[src/rtl/ica_pkg.sv]
// Types and constants of the integer ALU unit.
`default_nettype none
package ica_pkg;

    localparam logic [2:0] OP_ADD  = 3'd0;
    localparam logic [2:0] OP_SUB  = 3'd1;
    localparam logic [2:0] OP_MUL  = 3'd2;
    localparam logic [2:0] OP_DIV  = 3'd3;
    localparam logic [2:0] OP_POW  = 3'd4;
    localparam logic [2:0] OP_SQRT = 3'd5;

    localparam logic [2:0] ERR_OK       = 3'd0;
    localparam logic [2:0] ERR_DIV_ZERO = 3'd1;
    localparam logic [2:0] ERR_NEG_EXP  = 3'd2;
    localparam logic [2:0] ERR_NEG_ROOT = 3'd3;
    localparam logic [2:0] ERR_POW_OVF  = 3'd4;

    localparam logic [2:0] KIND_DONE = 3'd0;
    localparam logic [2:0] KIND_MUL  = 3'd1;
    localparam logic [2:0] KIND_DIV  = 3'd2;
    localparam logic [2:0] KIND_POW  = 3'd3;
    localparam logic [2:0] KIND_SQRT = 3'd4;

    localparam logic [31:0] INT_MAX = 32'h7FFF_FFFF;
    localparam logic [31:0] INT_MIN = 32'h8000_0000;

    typedef struct packed {
        logic [2:0]         operation;
        logic signed [31:0] operand_a;
        logic signed [31:0] operand_b;
    } ica_req_t;

    typedef struct packed {
        logic signed [31:0] result_value;
        logic [2:0]         error_code;
    } ica_rsp_t;

    // Classified work item; for KIND_DONE opa carries the final result.
    typedef struct packed {
        logic [2:0]  kind;
        logic        neg;
        logic [31:0] opa;
        logic [31:0] opb;
        logic [2:0]  err;
    } ica_entry_t;

    function automatic logic [31:0] mag32(input logic [31:0] v);
        mag32 = v[31] ? (32'd0 - v) : v;
    endfunction

endpackage
`default_nettype wire

[src/rtl/ica_front.sv]
// Front end: decodes an operation and resolves the simple and special cases.
`default_nettype none
module ica_front (
    input  ica_pkg::ica_req_t   req,
    output ica_pkg::ica_entry_t entry
);
    import ica_pkg::*;

    logic [31:0] a;
    logic [31:0] b;
    logic [31:0] ma;
    logic [31:0] mb;

    assign a  = req.operand_a;
    assign b  = req.operand_b;
    assign ma = mag32(a);
    assign mb = mag32(b);

    always_comb
    begin
        entry.kind = KIND_DONE;
        entry.neg  = 1'b0;
        entry.opa  = a;
        entry.opb  = b;
        entry.err  = ERR_OK;
        unique case (req.operation)
            OP_ADD:
            begin
                entry.opa = a + b;
            end
            OP_SUB:
            begin
                entry.opa = a - b;
            end
            OP_MUL:
            begin
                entry.kind = KIND_MUL;
            end
            OP_DIV:
            begin
                if (b == 32'd0)
                begin
                    entry.err = ERR_DIV_ZERO;
                end
                else
                begin
                    entry.kind = KIND_DIV;
                    entry.opa  = ma;
                    entry.opb  = mb;
                    entry.neg  = a[31] ^ b[31];
                end
            end
            OP_POW:
            begin
                if (b[31])
                begin
                    entry.err = ERR_NEG_EXP;
                end
                else if (b == 32'd0)
                begin
                    entry.opa = 32'd1;
                end
                else if (ma == 32'd0)
                begin
                    entry.opa = 32'd0;
                end
                else if (ma == 32'd1)
                begin
                    entry.opa = (a[31] && b[0]) ? 32'hFFFF_FFFF : 32'd1;
                end
                else
                begin
                    entry.kind = KIND_POW;
                    entry.opa  = ma;
                    entry.neg  = a[31] && b[0];
                end
            end
            OP_SQRT:
            begin
                if (a[31])
                begin
                    entry.err = ERR_NEG_ROOT;
                end
                else
                begin
                    entry.kind = KIND_SQRT;
                end
            end
            default:
            begin
                entry.opa = a;
            end
        endcase
    end

endmodule
`default_nettype wire

[src/rtl/ica_queue.sv]
// Small flop-based FIFO between the front end and the execution back end.
`default_nettype none
module ica_queue #(
    parameter int DEPTH = 4
) (
    input  wire                  clk,
    input  wire                  rst_n,
    input  wire                  push,
    input  ica_pkg::ica_entry_t  wr_data,
    input  wire                  pop,
    output ica_pkg::ica_entry_t  head,
    output logic                 full,
    output logic                 empty
);
    import ica_pkg::*;

    localparam int PW = (DEPTH > 1) ? $clog2(DEPTH) : 1;
    localparam int CW = $clog2(DEPTH + 1);
    localparam logic [PW-1:0] LAST = PW'(DEPTH - 1);

    ica_entry_t    mem_reg [DEPTH];
    logic [PW-1:0] wr_ptr_reg;
    logic [PW-1:0] rd_ptr_reg;
    logic [CW-1:0] count_reg;
    logic [PW-1:0] wr_ptr_next;
    logic [PW-1:0] rd_ptr_next;
    logic [CW-1:0] count_next;

    assign full  = (count_reg == CW'(DEPTH));
    assign empty = (count_reg == '0);
    assign head  = mem_reg[rd_ptr_reg];

    always_comb
    begin
        wr_ptr_next = wr_ptr_reg;
        rd_ptr_next = rd_ptr_reg;
        count_next  = count_reg;
        if (push)
        begin
            wr_ptr_next = (wr_ptr_reg == LAST) ? '0 : wr_ptr_reg + PW'(1);
        end
        if (pop)
        begin
            rd_ptr_next = (rd_ptr_reg == LAST) ? '0 : rd_ptr_reg + PW'(1);
        end
        if (push && !pop)
        begin
            count_next = count_reg + CW'(1);
        end
        else if (pop && !push)
        begin
            count_next = count_reg - CW'(1);
        end
    end

    always_ff @(posedge clk or negedge rst_n)
    begin
        if (!rst_n)
        begin
            wr_ptr_reg <= '0;
            rd_ptr_reg <= '0;
            count_reg  <= '0;
        end
        else
        begin
            wr_ptr_reg <= wr_ptr_next;
            rd_ptr_reg <= rd_ptr_next;
            count_reg  <= count_next;
        end
    end

    always_ff @(posedge clk)
    begin
        if (push)
        begin
            mem_reg[wr_ptr_reg] <= wr_data;
        end
    end

endmodule
`default_nettype wire

[src/rtl/ica_back.sv]
// Back end: shared multiplier and shift-subtract unit, plus the result register.
`default_nettype none
module ica_back (
    input  wire                  clk,
    input  wire                  rst_n,
    input  ica_pkg::ica_entry_t  head,
    input  wire                  empty,
    output logic                 pop,
    output logic                 rsp_valid,
    input  wire                  rsp_stall,
    output ica_pkg::ica_rsp_t    rsp
);
    import ica_pkg::*;

    localparam logic [1:0] S_IDLE = 2'd0;
    localparam logic [1:0] S_RUN  = 2'd1;
    localparam logic [1:0] S_FIN  = 2'd2;

    logic [1:0]  state_reg,     state_next;
    logic [2:0]  kind_reg,      kind_next;
    logic        neg_reg,       neg_next;
    logic [31:0] acc_reg,       acc_next;
    logic [31:0] base_reg,      base_next;
    logic [31:0] rem_reg,       rem_next;
    logic [31:0] expo_reg,      expo_next;
    logic [5:0]  cnt_reg,       cnt_next;
    logic [31:0] res_reg,       res_next;
    logic [2:0]  err_reg,       err_next;
    logic        rsp_valid_reg, rsp_valid_next;
    ica_rsp_t    rsp_reg,       rsp_next;

    logic [63:0] prod;
    logic [32:0] div_sh;
    logic [32:0] div_diff;
    logic        div_ge;
    logic [31:0] quo;
    logic [31:0] sq_trial;
    logic        sq_ge;
    logic [31:0] root_new;
    logic        out_free;

    assign prod     = acc_reg * base_reg;
    assign div_sh   = {rem_reg, acc_reg[31]};
    assign div_ge   = div_sh >= {1'b0, base_reg};
    assign div_diff = div_sh - {1'b0, base_reg};
    assign quo      = {acc_reg[30:0], div_ge};
    assign sq_trial = acc_reg + base_reg;
    assign sq_ge    = rem_reg >= sq_trial;
    assign root_new = sq_ge ? ({1'b0, acc_reg[31:1]} + base_reg) : {1'b0, acc_reg[31:1]};
    assign out_free = !rsp_valid_reg || !rsp_stall;

    assign rsp_valid = rsp_valid_reg;
    assign rsp       = rsp_reg;

    always_comb
    begin
        state_next     = state_reg;
        kind_next      = kind_reg;
        neg_next       = neg_reg;
        acc_next       = acc_reg;
        base_next      = base_reg;
        rem_next       = rem_reg;
        expo_next      = expo_reg;
        cnt_next       = cnt_reg;
        res_next       = res_reg;
        err_next       = err_reg;
        rsp_next       = rsp_reg;
        rsp_valid_next = rsp_valid_reg && rsp_stall;
        pop            = 1'b0;
        unique case (state_reg)
            S_IDLE:
            begin
                if (!empty)
                begin
                    if (head.kind == KIND_DONE)
                    begin
                        if (out_free)
                        begin
                            pop                   = 1'b1;
                            rsp_next.result_value = head.opa;
                            rsp_next.error_code   = head.err;
                            rsp_valid_next        = 1'b1;
                        end
                    end
                    else
                    begin
                        pop        = 1'b1;
                        kind_next  = head.kind;
                        neg_next   = head.neg;
                        cnt_next   = '0;
                        state_next = S_RUN;
                        case (head.kind)
                            KIND_MUL:
                            begin
                                acc_next  = head.opa;
                                base_next = head.opb;
                            end
                            KIND_DIV:
                            begin
                                acc_next  = head.opa;
                                base_next = head.opb;
                                rem_next  = '0;
                            end
                            KIND_POW:
                            begin
                                acc_next  = 32'd1;
                                base_next = head.opa;
                                expo_next = head.opb;
                            end
                            default:
                            begin
                                rem_next  = head.opa;
                                acc_next  = '0;
                                base_next = 32'h4000_0000;
                            end
                        endcase
                    end
                end
            end
            S_RUN:
            begin
                case (kind_reg)
                    KIND_MUL:
                    begin
                        res_next   = prod[31:0];
                        err_next   = ERR_OK;
                        state_next = S_FIN;
                    end
                    KIND_DIV:
                    begin
                        rem_next = div_ge ? div_diff[31:0] : div_sh[31:0];
                        acc_next = quo;
                        cnt_next = cnt_reg + 6'd1;
                        if (cnt_reg == 6'd31)
                        begin
                            res_next   = neg_reg ? (32'd0 - quo) : quo;
                            err_next   = ERR_OK;
                            state_next = S_FIN;
                        end
                    end
                    KIND_POW:
                    begin
                        acc_next = prod[31:0];
                        cnt_next = cnt_reg + 6'd1;
                        if (prod > 64'h8000_0000)
                        begin
                            res_next   = neg_reg ? INT_MIN : INT_MAX;
                            err_next   = ERR_POW_OVF;
                            state_next = S_FIN;
                        end
                        else if (({26'd0, cnt_reg} + 32'd1) == expo_reg)
                        begin
                            state_next = S_FIN;
                            if (neg_reg)
                            begin
                                res_next = 32'd0 - prod[31:0];
                                err_next = ERR_OK;
                            end
                            else if (prod[31])
                            begin
                                res_next = INT_MAX;
                                err_next = ERR_POW_OVF;
                            end
                            else
                            begin
                                res_next = prod[31:0];
                                err_next = ERR_OK;
                            end
                        end
                    end
                    default:
                    begin
                        rem_next  = sq_ge ? (rem_reg - sq_trial) : rem_reg;
                        acc_next  = root_new;
                        base_next = {2'b00, base_reg[31:2]};
                        cnt_next  = cnt_reg + 6'd1;
                        if (cnt_reg == 6'd15)
                        begin
                            res_next   = root_new;
                            err_next   = ERR_OK;
                            state_next = S_FIN;
                        end
                    end
                endcase
            end
            S_FIN:
            begin
                if (out_free)
                begin
                    rsp_next.result_value = res_reg;
                    rsp_next.error_code   = err_reg;
                    rsp_valid_next        = 1'b1;
                    state_next            = S_IDLE;
                end
            end
            default:
            begin
                state_next = S_IDLE;
            end
        endcase
    end

    always_ff @(posedge clk or negedge rst_n)
    begin
        if (!rst_n)
        begin
            state_reg     <= S_IDLE;
            rsp_valid_reg <= 1'b0;
        end
        else
        begin
            state_reg     <= state_next;
            rsp_valid_reg <= rsp_valid_next;
        end
    end

    always_ff @(posedge clk)
    begin
        kind_reg <= kind_next;
        neg_reg  <= neg_next;
        acc_reg  <= acc_next;
        base_reg <= base_next;
        rem_reg  <= rem_next;
        expo_reg <= expo_next;
        cnt_reg  <= cnt_next;
        res_reg  <= res_next;
        err_reg  <= err_next;
        rsp_reg  <= rsp_next;
    end

endmodule
`default_nettype wire

[src/rtl/integer_calculator_alu_unit.sv]
// Integer ALU unit: front decode, work queue, and execution back end.
// Signed 32-bit ALU with add, subtract, multiply, truncating divide, saturating
// power and floor square root; one result per request, in order. The front end
// takes one request per cycle while the queue (QUEUE_DEPTH entries) has room.
// Add, subtract, unknown opcodes, error cases and trivial powers leave the back
// end at one per cycle while the output is not stalled. Long operations run one
// at a time on the shared back-end datapath: multiply uses the multiplier once,
// divide yields one quotient bit per cycle, square root one root bit per cycle,
// power one multiply per cycle, ending at the exponent or on overflow.
`default_nettype none
module integer_calculator_alu_unit #(
    parameter int QUEUE_DEPTH = 4
) (
    input  wire               clk,
    input  wire               rst_n,
    input  wire               req_valid,
    output logic              req_stall,
    input  ica_pkg::ica_req_t req,
    output logic              rsp_valid,
    input  wire               rsp_stall,
    output ica_pkg::ica_rsp_t rsp
);
    import ica_pkg::*;

    ica_entry_t entry;
    ica_entry_t head;
    logic       full;
    logic       empty;
    logic       pop;

    assign req_stall = full;

    ica_front u_front (
        .req   (req),
        .entry (entry)
    );

    ica_queue #(
        .DEPTH (QUEUE_DEPTH)
    ) u_queue (
        .clk     (clk),
        .rst_n   (rst_n),
        .push    (req_valid && !full),
        .wr_data (entry),
        .pop     (pop),
        .head    (head),
        .full    (full),
        .empty   (empty)
    );

    ica_back u_back (
        .clk       (clk),
        .rst_n     (rst_n),
        .head      (head),
        .empty     (empty),
        .pop       (pop),
        .rsp_valid (rsp_valid),
        .rsp_stall (rsp_stall),
        .rsp       (rsp)
    );

endmodule
`default_nettype wire

[config.mk]
export PLATFORM = sky130hd
export DESIGN_NAME = integer_calculator_alu_unit
export DESIGN_NICKNAME = d
export VERILOG_FILES = /design/src/rtl/ica_pkg.sv /design/src/rtl/ica_front.sv /design/src/rtl/ica_queue.sv /design/src/rtl/ica_back.sv /design/src/rtl/integer_calculator_alu_unit.sv
export SDC_FILE = /design/constraint.sdc
export NUM_CORES = 2
export LEC_CHECK = 0
export BUFFER_PORTS_ARGS = -buffer_cell sky130_fd_sc_hd__buf_2
export CORE_MARGIN = 5
export CORE_UTILIZATION = 47
export DETAILED_ROUTE_END_ITERATION = 16
export PLACE_DENSITY = 0.72
export SYNTH_ARGS = -nofsm -noshare
export SYNTH_HDL_FRONTEND = slang
export SYNTH_SLANG_ARGS = --single-unit
[constraint.sdc]
create_clock -name clk -period 10 [get_ports clk]
set_input_delay 0.5 -clock clk [delete_from_list [all_inputs] [get_ports clk]]
set_output_delay 0.5 -clock clk [all_outputs]
set_load 0.005 [all_outputs]
==> flow_summary.json <==
{
  "status": "completed",
  "period_share_pct": 97.19,
  "final_cell_area_um2": 73090,
  "whs_endpoint": "u_back.rsp_valid",
  "ys_warn_count": 0,
  "grt_pass1_vias": 54750,
  "drc": 0,
  "wirelength_um": 225000,
  "r2r_cells": 31,
  "wl_per_cell_um": 24.97,
  "cts_buffer_depth": 3,
  "wl_met2_um": 100600,
  "ys_async_sr_fraction_pct": 2.016,
  "maxSlewHeadroom_pct": 6.970,
  "met3WireLength_um": 24390,
  "hold_path.startpoint": "rsp_stall",
  "report.final.slew_viol_count": 0,
  "rr_startpoint": "u_back.acc_reg[1]",
  "cts_tree": "yes",
  "via_per_inst": 5.941,
  "fin_setup_tns_ns": 0,
  "dieWidth_um": 385.9,
  "first_pass_iters": 8,
  "synth_edf_count": 486,
  "setup_violations": 0,
  "hp-class": "in2reg",
  "path_delay_family": "adder cells",
  "dpl_cell_area_um2": 70980,
  "min_period_ns": 9.719,
  "cts_root_buffer": "clkbuf_16",
  "synth_cell_types": 107,
  "synth_area_per_cell_um2": 9.584,
  "place.gp.congestion": 1.029,
  "critPathKind": "reg2reg",
  "track_usage_pct": 30.06,
  "cts.reportedPaths.clkPinSlew_ns": 0.06,
  "port_buffers": 107,
  "r2r_end": "u_back.res_reg[9]",
  "grt_overflow_total": 0,
  "fmax_mhz": 102.9,
  "rsz0062_at_grt": "false",
  "die_area_um2": 148900,
  "dp.cells": 8884,
  "holdPathStages": 3,
  "clk-insertion-delay-late_ns": 0.63,
  "skew_ns": 0.03044,
  "crit_path_end_kind": "register",
  "drt_iter0_drc": 5833,
  "r2r_slack_ns": 0.28,
  "top_layer": "met5",
  "crit_path_max_incr_delay_ns": 0.74,
  "h-tree-depth": 2,
  "area_growth_pct": 10.06,
  "cp.arrival_ns": 10.09,
  "start_kind": "register",
  "tightest_slew_ns": 1.374,
  "crit_path_frequent_cell": "fa_1",
  "place.detailed.hpwl_um": 180400,
  "core_region_area_um2": 141100,
  "hold_viol_final": 0,
  "start_util_pct": 47.08,
  "syn_nets": 8338,
  "clock_sinks": 496,
  "ant_nets": 0,
  "drive_above_1_share_pct": 10.54,
  "critPathBufInv": 7,
  "grt_max_degree": 61,
  "crit_fanout": 26,
  "syn-cell-area_um2": 66410,
  "wl_met1_um": 86810,
  "grt_pass1_wl_um": 338300,
  "final_cells": 9012,
  "mostFrequentLayoutCells": "1,042 x inv_1, 902 x fa_1, 803 x nand2_1, 486 x edfxtp_1, 441 x and2_1",
  "drv_cap": 0,
  "syn_inst": 6930,
  "nNetsFinal": 8478,
  "cts_buffers": 55,
  "postLayoutCoreUtil_pct": 51.81,
  "die_h_um": 385.9,
  "final_common_cell": "inv_1",
  "yosys_most_used_dff": "edfxtp_1",
  "grt_antenna_before_repair": 2,
  "yosysSeqAreaShare_pct": 22.35,
  "largest_reg_flops": 280,
  "dr_total_vias": 53540,
  "io_pins": 108,
  "cp_slowest_cell": "edfxtp_1",
  "rows": 138,
  "ys_ff_latch": 496,
  "required_ns": 10.37
}
[synth_stat cells (all sizes together) (39+ instances only)]
master	number	area share, %
nand2	805	4.6
clkbuf	338	1.9
o31ai	44	0.53
buf	52	0.35
mux4	70	2.4
o21ai	260	2.0
nor3	78	0.59
xnor2	192	2.5
a21o	99	1.1
nor2	346	2.0
mux2	40	0.68
ha	435	8.2
nand2b	43	0.41
nand3	91	0.69
a21oi	322	2.4
nor2b	40	0.38
fa	902	27
xor2	133	1.8
and2	445	4.2
a221oi	41	0.55
inv	1043	5.9
mux2i	39	0.59
edfxtp	486	22
[logic make-up (layout without fill, tap and decap cells)]
group | after synthesis | count (layout) | share of synthesized area (%)
compound gates | 1131 | 1131 | 11.19
other cells | 0 | 6 | 0
buf+inv | 1437 | 1623 | 8.176
xor+xnor | 325 | 325 | 4.286
mux | 149 | 149 | 3.640
simple gates | 2055 | 2055 | 14.97
fa+ha+maj | 1337 | 1337 | 35.38
flops | 496 | 496 | 22.35
[cell type report]
| cell class | count | area (µm²) |
|---|---|---|
| multi-input combinational | 4997 | 46270 |
| clock buffer | 68 | 1446 |
| fill | 12610 | 67980 |
| tap | 1890 | 2365 |
| sequential | 496 | 14850 |
| inverter | 1047 | 3930 |
| antenna | 6 | 15.01 |
| timing repair buffer | 473 | 3799 |
| clock inverter | 35 | 420.4 |
[worst max-delay path by stage]
stage / start / end / depth (start not counted)
3_5_place_dp: u_back.acc_reg[11] / u_back.res_reg[25] / 34
5_1_grt: u_back.acc_reg[9] / u_back.res_reg[23] / 32
6_report: u_back.acc_reg[1] / u_back.res_reg[9] / 31
2_1_floorplan: u_back.base_reg[8] / u_back.err_reg[2] / 30
4_1_cts: u_back.acc_reg[11] / u_back.res_reg[1] / 34
3_3_place_gp: u_back.acc_reg[11] / u_back.res_reg[27] / 34
[through the flow]
stage / hold slack [ns] / setup slack [ns]
4_1_cts: 0.2713 / 0.2075
6_report: 0.2912 / 0.2807
2_1_floorplan: 0.2044 / 0.4761
3_5_place_dp: 0.4219 / 0.2482
5_1_grt: 0.2892 / 0.001254
3_3_place_gp: 0.4194 / 0.2777
[what timing repair did]
action                     CTS  global route
setup buffers                0            18
resized for setup            0             6
hold buffers                 1             0
hold endpoints to repair    10             0
setup endpoints to repair    0            54
[worst reg2reg max path, delay by kind of cell, from the launching register on]
family	cells	cell delay, ns
buffers and inverters	7	1.14
flip-flops	1	0.74
AO/OA/AOI/OAI	6	1.83
adder cells (fa/ha/maj)	9	3.57
XOR/XNOR	1	0.28
AND/OR/NAND/NOR	8	1.89
[layer usage]
metal  global-route usage [%]  vias to the layer above
li1                         -                    23210
met1                    39.02                    26720
met2                    47.11                     2966
met3                    7.788                      635
met4                    14.34                        2
met5                        0                        -
Power is left out: the tool's default activity adds up to more than one toggle a clock period on the data nets, which glitch-free logic cannot reach.
